**src/sv/hsmd_pkg.sv**
```systemverilog
// Shared constants and types for the haptic spring-mass-damper block.
`default_nettype none

package hsmd_pkg;

  // Width of the configuration register index and of each register.
  localparam int unsigned CfgIndexW = 8;
  localparam int unsigned CoefW     = 32;

  // Default data width: signed Q16.16.
  localparam int unsigned DataWidthDefault = 32;

  // Configuration register indexes.
  typedef enum logic [CfgIndexW-1:0] {
    REG_SPRING_K          = 8'd0,
    REG_DAMPING_B         = 8'd1,
    REG_TIME_STEP         = 8'd2,
    REG_STEP_OVER_INERTIA = 8'd3
  } reg_index_e;

  // Register values after reset.
  localparam logic [CoefW-1:0] SpringKReset         = 32'd1165084;
  localparam logic [CoefW-1:0] DampingBReset        = 32'd1165;
  localparam logic [CoefW-1:0] TimeStepReset        = 32'd4294967;
  localparam logic [CoefW-1:0] StepOverInertiaReset = 32'd9537490;

  // Sequencer states.
  typedef enum logic [2:0] {
    ST_IDLE = 3'b001,
    ST_RUN  = 3'b010,
    ST_OUT  = 3'b100
  } state_e;

endpackage : hsmd_pkg

`default_nettype wire

```
**src/sv/haptic_spring_mass_damper_sim_top.sv**
```systemverilog
// Top level of the haptic spring-mass-damper world with one shared multiplier.
// A word is taken while the sequencer is idle. In the run state it computes four scaled
// products (two 32x32 passes each through the single multiplier), and in the out state
// it loads the torque word into the output register. A new word is taken only once the
// sequencer is idle again, so the input stalls while a word is in work and also while
// the output register still holds an unread, stalled word. Reset (asynchronous, active
// low) restores the register defaults and zeroes the mass angle and velocity.
`default_nettype none

module haptic_spring_mass_damper_sim_top #(
  parameter int unsigned DATA_WIDTH = hsmd_pkg::DataWidthDefault
) (
  input  wire logic                           clk_i,
  input  wire logic                           rst_ni,
  // Configuration write channel.
  input  wire logic                           cfg_valid_i,
  output logic                                cfg_ready_o,
  input  wire logic [hsmd_pkg::CfgIndexW-1:0] cfg_index_i,
  input  wire logic [hsmd_pkg::CoefW-1:0]     cfg_data_i,
  // Input channel: measured wheel state.
  input  wire logic                           in_valid_i,
  output logic                                in_stall_o,
  input  wire logic signed [31:0]             wheel_angle_i,
  input  wire logic signed [31:0]             wheel_velocity_i,
  // Output channel: commanded torque.
  output logic                                out_valid_o,
  input  wire logic                           out_stall_i,
  output logic signed [31:0]                  torque_o
);
  import hsmd_pkg::*;

  localparam int unsigned DW = DATA_WIDTH;
  // Wide working width for sums and saturation.
  localparam int unsigned SW = 64;
  // Signed width of a capped product: magnitude up to 2^60 plus a sign.
  localparam int unsigned PW = 62;
  localparam int unsigned StepW = 4;
  localparam logic [StepW-1:0] LastStep = 4'd9;

  localparam logic signed [SW-1:0] DataMax = (64'sd1 <<< (DW - 1)) - 64'sd1;
  localparam logic signed [SW-1:0] DataMin = -DataMax - 64'sd1;
  localparam logic signed [SW-1:0] OutMax  = 64'sd2147483647;
  localparam logic signed [SW-1:0] OutMin  = -64'sd2147483648;

  localparam logic [63:0] ProdCap  = 64'd1 << 60;
  localparam logic [63:0] CapHi16  = 64'd1 << 44;

  // Clamp a wide signed value into the data range.
  function automatic logic signed [DW-1:0] sat_data(input logic signed [SW-1:0] v);
    logic signed [SW-1:0] r;
    begin
      r = v;
      if (v > DataMax) r = DataMax;
      if (v < DataMin) r = DataMin;
      sat_data = r[DW-1:0];
    end
  endfunction

  // Clamp a wide signed value into the 32-bit output range.
  function automatic logic signed [31:0] sat_out(input logic signed [SW-1:0] v);
    logic signed [SW-1:0] r;
    begin
      r = v;
      if (v > OutMax) r = OutMax;
      if (v < OutMin) r = OutMin;
      sat_out = r[31:0];
    end
  endfunction

  // ---------------------------------------------------------------------------
  // Configuration registers. Writes are always accepted; unknown indexes drop.
  // ---------------------------------------------------------------------------
  logic [CoefW-1:0] spring_k_q, damping_b_q, time_step_q, step_over_inertia_q;

  assign cfg_ready_o = 1'b1;

  always_ff @(posedge clk_i or negedge rst_ni) begin
    if (!rst_ni) begin
      spring_k_q          <= SpringKReset;
      damping_b_q         <= DampingBReset;
      time_step_q         <= TimeStepReset;
      step_over_inertia_q <= StepOverInertiaReset;
    end else if (cfg_valid_i && cfg_ready_o) begin
      unique case (cfg_index_i)
        REG_SPRING_K:          spring_k_q          <= cfg_data_i;
        REG_DAMPING_B:         damping_b_q         <= cfg_data_i;
        REG_TIME_STEP:         time_step_q         <= cfg_data_i;
        REG_STEP_OVER_INERTIA: step_over_inertia_q <= cfg_data_i;
        default: ;
      endcase
    end
  end

  // ---------------------------------------------------------------------------
  // Sequencer. Each product a*c takes a low pass and a high pass through the
  // multiplier, then a finish step that shifts, caps and applies the sign.
  // The finish of one product overlaps the low pass of the next:
  //   step 0..1  spring product passes      step 2  finish spring  -> p
  //   step 2..3  damper product passes      step 4  finish damper  -> q
  //   step 4..5  angle update passes        step 5  torque = sat(p + q)
  //   step 6..7  velocity update passes     step 6  finish angle   -> p
  //   step 7     mass angle += p            step 8  finish velocity -> q
  //   step 9     mass velocity -= q
  // ---------------------------------------------------------------------------
  state_e           state_q, state_d;
  logic [StepW-1:0] step_q;
  logic             in_fire;

  assign in_stall_o = (state_q != ST_IDLE);
  assign in_fire    = in_valid_i && !in_stall_o;

  // Latched inputs and the mass state.
  logic signed [DW-1:0] ang_q, vel_q;
  logic signed [DW-1:0] mass_angle_q, mass_velocity_q;
  logic signed [DW-1:0] torque_q;
  logic signed [PW-1:0] p_q, q_q;
  logic [63:0]          mult_q, pl_q;
  logic                 neg_q;
  logic                 out_valid_q;
  logic signed [31:0]   torque_out_q;
  logic                 out_load;

  always_comb begin
    state_d = state_q;
    unique case (state_q)
      ST_IDLE: if (in_fire) state_d = ST_RUN;
      ST_RUN:  if (step_q == LastStep) state_d = ST_OUT;
      ST_OUT:  if (out_load) state_d = ST_IDLE;
      default: state_d = ST_IDLE;
    endcase
  end

  always_ff @(posedge clk_i or negedge rst_ni) begin
    if (!rst_ni) begin
      state_q <= ST_IDLE;
      step_q  <= '0;
    end else begin
      state_q <= state_d;
      if (state_q == ST_RUN) begin
        step_q <= step_q + 4'd1;
      end else begin
        step_q <= '0;
      end
    end
  end

  // Operand selection: the product in progress is step_q[2:1] on steps 0..7.
  logic [1:0]           op;
  logic signed [DW:0]   op_a;
  logic [CoefW-1:0]     op_c;
  logic [DW:0]          op_mag;
  logic [63:0]          mag64;
  logic [31:0]          mul_a;

  assign op = step_q[2:1];

  always_comb begin
    op_a = '0;
    op_c = '0;
    case (op)
      2'd0: begin
        op_a = {mass_angle_q[DW-1], mass_angle_q} - {ang_q[DW-1], ang_q};
        op_c = spring_k_q;
      end
      2'd1: begin
        op_a = {mass_velocity_q[DW-1], mass_velocity_q} - {vel_q[DW-1], vel_q};
        op_c = damping_b_q;
      end
      2'd2: begin
        op_a = {mass_velocity_q[DW-1], mass_velocity_q};
        op_c = time_step_q;
      end
      default: begin
        op_a = {torque_q[DW-1], torque_q};
        op_c = step_over_inertia_q;
      end
    endcase
  end

  assign op_mag = op_a[DW] ? (~op_a + 1'b1) : op_a;
  assign mag64  = {{(64-DW-1){1'b0}}, op_mag};
  assign mul_a  = step_q[0] ? mag64[63:32] : mag64[31:0];

  // Finish step: combine the two partial products, truncate toward zero by
  // working on the magnitude, cap it at 2^60, then restore the sign.
  logic        sh16;
  logic [63:0] fin_sum, fin_mag;
  logic signed [PW-1:0] fin_val;

  assign sh16 = (step_q == 4'd2) || (step_q == 4'd4);

  always_comb begin
    if (sh16) begin
      fin_sum = {mult_q[47:0], 16'b0} + (pl_q >> 16);
    end else begin
      fin_sum = mult_q + (pl_q >> 32);
    end
    if (mult_q > (sh16 ? CapHi16 : ProdCap)) begin
      fin_mag = ProdCap;
    end else if (fin_sum > ProdCap) begin
      fin_mag = ProdCap;
    end else begin
      fin_mag = fin_sum;
    end
    fin_val = neg_q ? -$signed(fin_mag[PW-1:0]) : $signed(fin_mag[PW-1:0]);
  end

  // Datapath registers; none of them needs reset.
  always_ff @(posedge clk_i) begin
    if (in_fire) begin
      ang_q <= sat_data({{(SW-32){wheel_angle_i[31]}}, wheel_angle_i});
      vel_q <= sat_data({{(SW-32){wheel_velocity_i[31]}}, wheel_velocity_i});
    end
    if (state_q == ST_RUN) begin
      if (step_q < 4'd8) begin
        mult_q <= {32'b0, mul_a} * {32'b0, op_c};
      end
      if (step_q[0] && step_q < 4'd8) begin
        pl_q  <= mult_q;
        neg_q <= op_a[DW];
      end
      case (step_q)
        4'd2, 4'd6: p_q <= fin_val;
        4'd4, 4'd8: q_q <= fin_val;
        default: ;
      endcase
      if (step_q == 4'd5) begin
        torque_q <= sat_data({{(SW-PW){p_q[PW-1]}}, p_q} + {{(SW-PW){q_q[PW-1]}}, q_q});
      end
    end
  end

  // Mass state: cleared by reset, advanced at the end of each tick.
  always_ff @(posedge clk_i or negedge rst_ni) begin
    if (!rst_ni) begin
      mass_angle_q    <= '0;
      mass_velocity_q <= '0;
    end else if (state_q == ST_RUN) begin
      if (step_q == 4'd7) begin
        mass_angle_q <= sat_data({{(SW-DW){mass_angle_q[DW-1]}}, mass_angle_q}
                                 + {{(SW-PW){p_q[PW-1]}}, p_q});
      end
      if (step_q == LastStep) begin
        mass_velocity_q <= sat_data({{(SW-DW){mass_velocity_q[DW-1]}}, mass_velocity_q}
                                    - {{(SW-PW){q_q[PW-1]}}, q_q});
      end
    end
  end

  // ---------------------------------------------------------------------------
  // Output register. The torque word waits here while a new word may already be
  // accepted; the sequencer only blocks if the previous word is still unread.
  // ---------------------------------------------------------------------------
  assign out_load = (state_q == ST_OUT) && (!out_valid_q || !out_stall_i);

  always_ff @(posedge clk_i or negedge rst_ni) begin
    if (!rst_ni) begin
      out_valid_q <= 1'b0;
    end else if (out_load) begin
      out_valid_q <= 1'b1;
    end else if (!out_stall_i) begin
      out_valid_q <= 1'b0;
    end
  end

  always_ff @(posedge clk_i) begin
    if (out_load) begin
      torque_out_q <= sat_out({{(SW-DW){torque_q[DW-1]}}, torque_q});
    end
  end

  assign out_valid_o = out_valid_q;
  assign torque_o    = torque_out_q;

endmodule : haptic_spring_mass_damper_sim_top

`default_nettype wire

```
**config.mk**
```make
export PLATFORM = sky130hd
export DESIGN_NAME = haptic_spring_mass_damper_sim_top
export DESIGN_NICKNAME = d
export VERILOG_FILES = /design/src/sv/hsmd_pkg.sv /design/src/sv/haptic_spring_mass_damper_sim_top.sv
export SDC_FILE = /design/constraint.sdc
export NUM_CORES = 2
export LEC_CHECK = 0
export BUFFER_PORTS_ARGS = -buffer_cell sky130_fd_sc_hd__buf_2
export CAP_MARGIN = 15
export CORE_MARGIN = 2
export CORE_UTILIZATION = 40
export DETAILED_ROUTE_END_ITERATION = 7
export GPL_ROUTABILITY_DRIVEN = 0
export PLACE_DENSITY = 0.62
export SLEW_MARGIN = 20
export SYNTH_ARGS = -nofsm -noshare
export SYNTH_HDL_FRONTEND = slang
export SYNTH_SLANG_ARGS = --single-unit
```
**constraint.sdc**
```tcl
create_clock -name clk_i -period 14.4 [get_ports clk_i]
set_input_delay 2.88 -clock clk_i [delete_from_list [all_inputs] [get_ports clk_i]]
set_output_delay 2.88 -clock clk_i [all_outputs]
set_load 0.01 [all_outputs]
```
**Word level (Yosys, flattened, before mapping)**

Index checks and enable logic that the tools add are counted.

- Bitwise gates (word level): 1
- $add $sub $neg: 10
- Equal/unequal tests: 20
- Reductions and logical operators: 24
- $lt $le $gt $ge: 15
- Multiplexer cells: 24
- Multipliers: 1

Operators with widths:

| operator | count |
|---|---|
| two-way mux 32 bit | 9 |
| greater-than comparator 63 x 32 -> 1 bit, second input constant | 3 |
| less-than comparator 63 x 32 -> 1 bit, second input constant | 3 |
| two-way mux 62 bit | 3 |
| one-hot mux 33 bit (3 select lines) | 1 |
| greater-than comparator 32 bit, second input constant | 3 |
| less-than comparator 32 bit, second input constant | 3 |
| one-hot mux 32 bit (3 select lines) | 1 |
| subtractor 32 x 32 -> 33 bit | 2 |
| adder 64 x 32 -> 64 bit | 1 |
| adder 64 x 48 -> 64 bit | 1 |
| greater-than comparator 64 x 61 -> 1 bit | 1 |
| greater-than comparator 64 x 61 -> 1 bit, second input constant | 1 |
| multiplier 32 x 32 -> 64 bit | 1 |
| two-way mux 64 bit | 1 |
| adder 32 x 62 -> 63 bit | 1 |
| adder 62 x 62 -> 63 bit | 1 |
| subtractor 32 x 62 -> 63 bit | 1 |
| negation 62 bit | 1 |
| two-way mux 61 bit | 1 |
| adder 33 x 1 -> 33 bit, second input constant | 1 |
| two-way mux 33 bit | 1 |
| NOT 33 bit | 1 |
| AND reduction 2 bit | 11 |
| 26 further kinds | 42 |

- Register bits after elaboration: 581
- Output and inout port bits: 35
- Input port bits: 109

**Longest topological paths before layout**

- Depth after elaboration: 8
- Gate-level depth with buffers: 49
- Mapped depth without buffers: 46

**Worst setup path after synthesis**

OpenSTA, ideal clock, no wires.

- Path type: register to register
- Start point: register vel_q[0]
- End point: register mult_q[62], data pin
- Period minus slack after synthesis: 11.792 ns
- Library setup time: 0.264 ns
- Required time: 14.136 ns
- Path buffers: 3
- Data arrival time: 11.529 ns
- Cell stages (with the launch flop): 47
- Setup slack: 2.608 ns
- Cell sequence: edfxtp_1 ha_1 fa_1 nor2b_1 o21ai_0 a211oi_1 o211ai_1 a21o_1 a21boi_0 a211oi_1 o21bai_1 a211o_1 clkbuf_1 clkinv_1 nand2_1 xor2_1 and2_1 clkbuf_1 [... 11 more ...] fa_1 inv_1 fa_1 inv_1 ha_1 a21o_1 a21o_1 a21oi_1 o21ai_0 a221o_1 or3_1 o221ai_1 a31oi_1 a41o_1 o41a_1 o2bb2ai_1 a221oi_1 xnor2_1

- Cells in the longest elaborated chain, start to end: 7

RTL lines:

| what | line | RTL |
|---|---|---|
| start: declaration | haptic_spring_mass_damper_sim_top.sv:113 | `logic signed [DW-1:0] ang_q, vel_q;` |
| start signal: assignment | haptic_spring_mass_damper_sim_top.sv:212 | `vel_q <= sat_data({{(SW-32){wheel_velocity_i[31]}}, wheel_velocity_i});` |
| subtractor 32 x 32 -> 33 bit (*) | haptic_spring_mass_damper_sim_top.sv:166 | `op_a = {mass_velocity_q[DW-1], mass_velocity_q} - {vel_q[DW-1], vel_q};` |
| one-hot mux 33 bit (3 select lines) (*) | haptic_spring_mass_damper_sim_top.sv:160 | `case (op)` |
| NOT 33 bit | haptic_spring_mass_damper_sim_top.sv:180 | `assign op_mag = op_a[DW] ? (~op_a + 1'b1) : op_a;` |
| adder 33 x 1 -> 33 bit | haptic_spring_mass_damper_sim_top.sv:180 |  |
| two-way mux 33 bit (*) | haptic_spring_mass_damper_sim_top.sv:180 |  |
| two-way mux 32 bit (*) | haptic_spring_mass_damper_sim_top.sv:182 | `assign mul_a = step_q[0] ? mag64[63:32] : mag64[31:0];` |
| multiplier 32 x 32 -> 64 bit (*) | haptic_spring_mass_damper_sim_top.sv:216 | `mult_q <= {32'b0, mul_a} * {32'b0, op_c};` |
| end signal: assignment | haptic_spring_mass_damper_sim_top.sv:216 |  |
| end: declaration | haptic_spring_mass_damper_sim_top.sv:117 | `logic [63:0] mult_q, pl_q;` |

Every way passes the cells marked *; elsewhere a longest branch is shown, timed or not.
A chain may end at the register's enable or synchronous reset.

**Worst setup path after layout**

- Start point: register mass_velocity_q[0]
- End point: register mult_q[62], data pin

- Cells in the longest elaborated chain, start to end: 7

RTL lines:

| what | line | RTL |
|---|---|---|
| start: declaration | haptic_spring_mass_damper_sim_top.sv:114 | `logic signed [DW-1:0] mass_angle_q, mass_velocity_q;` |
| start signal: assignment | haptic_spring_mass_damper_sim_top.sv:244 | `mass_velocity_q <= sat_data({{(SW-DW){mass_velocity_q[DW-1]}}, mass_velocity_q}` |
| subtractor 32 x 32 -> 33 bit | haptic_spring_mass_damper_sim_top.sv:166 |  |
| one-hot mux 33 bit (3 select lines) (*) | haptic_spring_mass_damper_sim_top.sv:160 |  |
| NOT 33 bit | haptic_spring_mass_damper_sim_top.sv:180 |  |
| adder 33 x 1 -> 33 bit | haptic_spring_mass_damper_sim_top.sv:180 |  |
| two-way mux 33 bit (*) | haptic_spring_mass_damper_sim_top.sv:180 |  |
| two-way mux 32 bit (*) | haptic_spring_mass_damper_sim_top.sv:182 |  |
| multiplier 32 x 32 -> 64 bit (*) | haptic_spring_mass_damper_sim_top.sv:216 |  |

Marked as above.

==> summary.txt <==
Max-slew headroom: 20.9%
Net Count, Synth: 10200
clk root buf: clkbuf_16
Final Hold Vio Count: 0
clock skew: 44.1 ps
P_leak: 38.3 nW
# setup viols final: 0
IO Pins: 144
area of all placed cells without fillers: 82500 sq um
vias in the first global route: 65200
initial antenna violation count: 3
Detailed Route WL: 254 mm
Die Y: 443 um
Sequential Area: 16000 sq um
Final ANT Viol Nets: 0
Final Power: 11.2 mW
vias: 64400
async set-reset flop share out of synthesis: 35.4%
Fin Setup TNS: 0 ps
flops & latches, synth: 565
largest net degree at the start of global routing: 120
first-pass GRT wire length: 389 mm
IO Port Bufs: 142
Multi-input gate area: 54700 sq um
CP Max Fanout: 15
crit start category: register
Final #Nets: 10100
maximum clock rate: 73.9 MHz
Die ar.: 196000 sq um
Syn Inst Count: 8682
min Tclk post-route: 13540 ps
CP peak stage delay: 760 ps
Power Dens Cells: 136 nW/um^2
Tcrit/Tclk final: 94.0%
PnR worst setup slack: 861 ps
Via density: 5.80
maximum vdd drop: 0.000129 V
CTS tree: done
Syn. warnings: 0
total core area: 192000 sq um
Cells after DPL: 11000
slowest stage cell, crit path: xnor2_1
CP delay by family, top: adder cells
hpwl dp: 205 mm
Hold WC Path Type: register to register
GRT Overall Usage: 25.7%
# DRC: 0
CP endpoint kind: register
Buffers & Inverters on Critical Path: 5
synthesized area: 77100 sq um
EDFF count, synth: 365
clock latency at the later pin of the worst-skew pair: 680 ps
pre-CTS WS: 1000 ps
post-place instance area: 80100 sq um
postcts setup bufs: 0
Initial Util: 40.2%
routed len/inst: 22.9 um
Max Root-Sink Buffers: 3
area grow syn2layout: 6.94%
final cell count without fillers: 11100
first-pass iteration count of the detailed router: 6
Max-Cap Viols: 0
Synth area leader: fa_1
Slew Limit Fails: 0
Die X: 443 um
Synth top cells by count: inv_1 (1239), nand2_1 (1049), fa_1 (902), nor2_1 (595), ha_1 (554)
largest cells by area after synthesis: fa_1 (23%), edfxtp_1 (14%), ha_1 (9.0%)
WS Path Type: register to register
total grt overflow: 0
ys flop type: edfxtp_1
First DRT Iteration DRCs: 5932
mean post-synth cell area: 8.88 sq um
Synth Area in Adders: 32.4%
status: completed
Req. time, crit path: 14780 ps
Yosys top cell area share: 23.4%
simple-gate area share of the yosys netlist: 16.4%
share of cells above drive strength 1: 8.36%
clock slew at reported path FFs: 60 ps
CTS Sinks: 565
H-tree depth: 3
Worst Max-Slew Pin Slew: 1180 ps
Synth Area in XOR/XNOR: 3.94%
RSZ-0062 raised after global routing: false
FILL cells: 18700
main combinational cell family by area after synthesis: adder cells
crit path DAT: 13920 ps
crit-path most repeated cell: fa_1
sequential share of the synthesized area: 20.8%
synth unique cells: 119
complex-gate fraction of the synthesized area: 14.5%
top-count cell post-synth: inv_1
clock buffer count from CTS: 67
site row count: 161
multiplexer share of the synthesized area: 3.47%
==> metal layers <==
layer	wire length, um	vias up	part of all wire, %	track usage [%]
met5	27	-	0.011	0
met4	13800	4	5.4	12.4
met3	21200	581	8.4	4.85
met2	117000	2863	46	41.8
met1	102000	32100	40	32.9
li1	-	28900	-	-
==> metrics by stage <==
step / hold WS, ps / util [%]
floorplan: 424 / -
global placement: 438 / 41.7
detailed placement: 453 / 41.7
CTS: 469 / 42.9
global route: 487 / 43.0
finish: 472 / 43.0
==> repair_timing <==
item | 4_1_cts | 5_1_grt
setup endpoints to repair | 0 | 1
hold buffers | 0 | 0
gates resized for setup | 0 | 1
==> kinds of logic after synthesis <==
logic type	after synthesis
multiplexers	221
flip-flops	565
XOR/XNOR	346
AO/OA/AOI/OAI	1681
AND/OR/NAND/NOR	2679
adder cells (fa/ha/maj)	1456
buffers and inverters	1733
other	1
==> power by group <==
| group | leakage, nW | switching, mW | internal (mW) |
|---|---|---|---|
| registers | 5.99 | 0.189 | 2.02 |
| clock network | 1.12 | 0.733 | 1.07 |
| logic | 31.2 | 4.72 | 2.46 |
| total | 38.3 | 5.64 | 5.54 |
==> sequential cells by signal, indices dropped and copies added (netlist names) <==
signal / count
mass_angle_q: 32
mass_velocity_q: 32
time_step_q: 32
out_valid_o: 1
step_q: 4
damping_b_q: 32
ang_q: 32
q_q: 62
torque_q: 32
state_q: 3
step_over_inertia_q: 32
mult_q: 64
torque_o: 32
vel_q: 32
neg_q: 1
spring_k_q: 32
pl_q: 48
p_q: 62
==> worst paths after layout <==
kind	start	endpoint	slack (ps)	depth (start not counted)
max	mass_velocity_q[0]$_DFFE_PN0P_	mult_q[62]$_DFFE_PP_	860	41
min	mult_q[63]$_DFFE_PP_	pl_q[63]$_DFFE_PP_	470	0
max reg2reg	mass_velocity_q[0]$_DFFE_PN0P_	mult_q[62]$_DFFE_PP_	860	41
min reg2reg	mult_q[63]$_DFFE_PP_	pl_q[63]$_DFFE_PP_	470	0
max in group asynchronous	rst_ni	step_q[1]$_DFF_PN0_	10070	3
min in group asynchronous	rst_ni	damping_b_q[21]$_DFFE_PN0P_	2330	1
==> cell usage in the layout, fill, tap and decap left out, types with 22 or more instances in the layout <==
cell          n
or2_2        35
nor3_1      135
nand4_1     105
o21a_1       81
o21bai_1     53
nor4_1       50
nor2_1      588
mux4_2       22
buf_4       118
and3_1      107
a21oi_1     465
fa_1        902
nand2b_1     59
o21ai_1      26
xor2_1      111
o31ai_1      45
dfrtp_1     160
mux2i_1      46
or3_1        50
a31oi_1      53
clkbuf_16    70
mux2_2      153
buf_2       141
xnor2_1     226
ha_1        554
a22oi_1      62
and2_1      142
nand3_1     129
o21ai_0     286
o211ai_1     60
a2111oi_0    23
edfxtp_1    365
nor2b_1      75
inv_1      1237
a21o_1      174
a211oi_1     78
nand2_1    1049
dfstp_2      37
==> worst register-to-register path, delay by kind of cell (launching register included) <==
| family | cells | cell delay (ps) |
|---|---|---|
| adders and majority gates | 11 | 5140 |
| AOI/OAI and AO/OA | 17 | 4720 |
| and+or+nand+nor | 6 | 1540 |
| xor gates and xnor gates | 2 | 860 |
| buffers and inverters | 5 | 630 |
| DFF | 1 | 350 |
==> area by class of cell <==
type,count,area share (%)
multi-input combinational,6384,66.3
sequential,565,19.4
inverter,1243,5.66
tap,2526,3.83
clock buffer,90,2.31
timing repair buffer,262,1.98
clock inverter,30,0.479
antenna,5,0.0152
No activity file was read; power rests on OpenSTA's default activity.
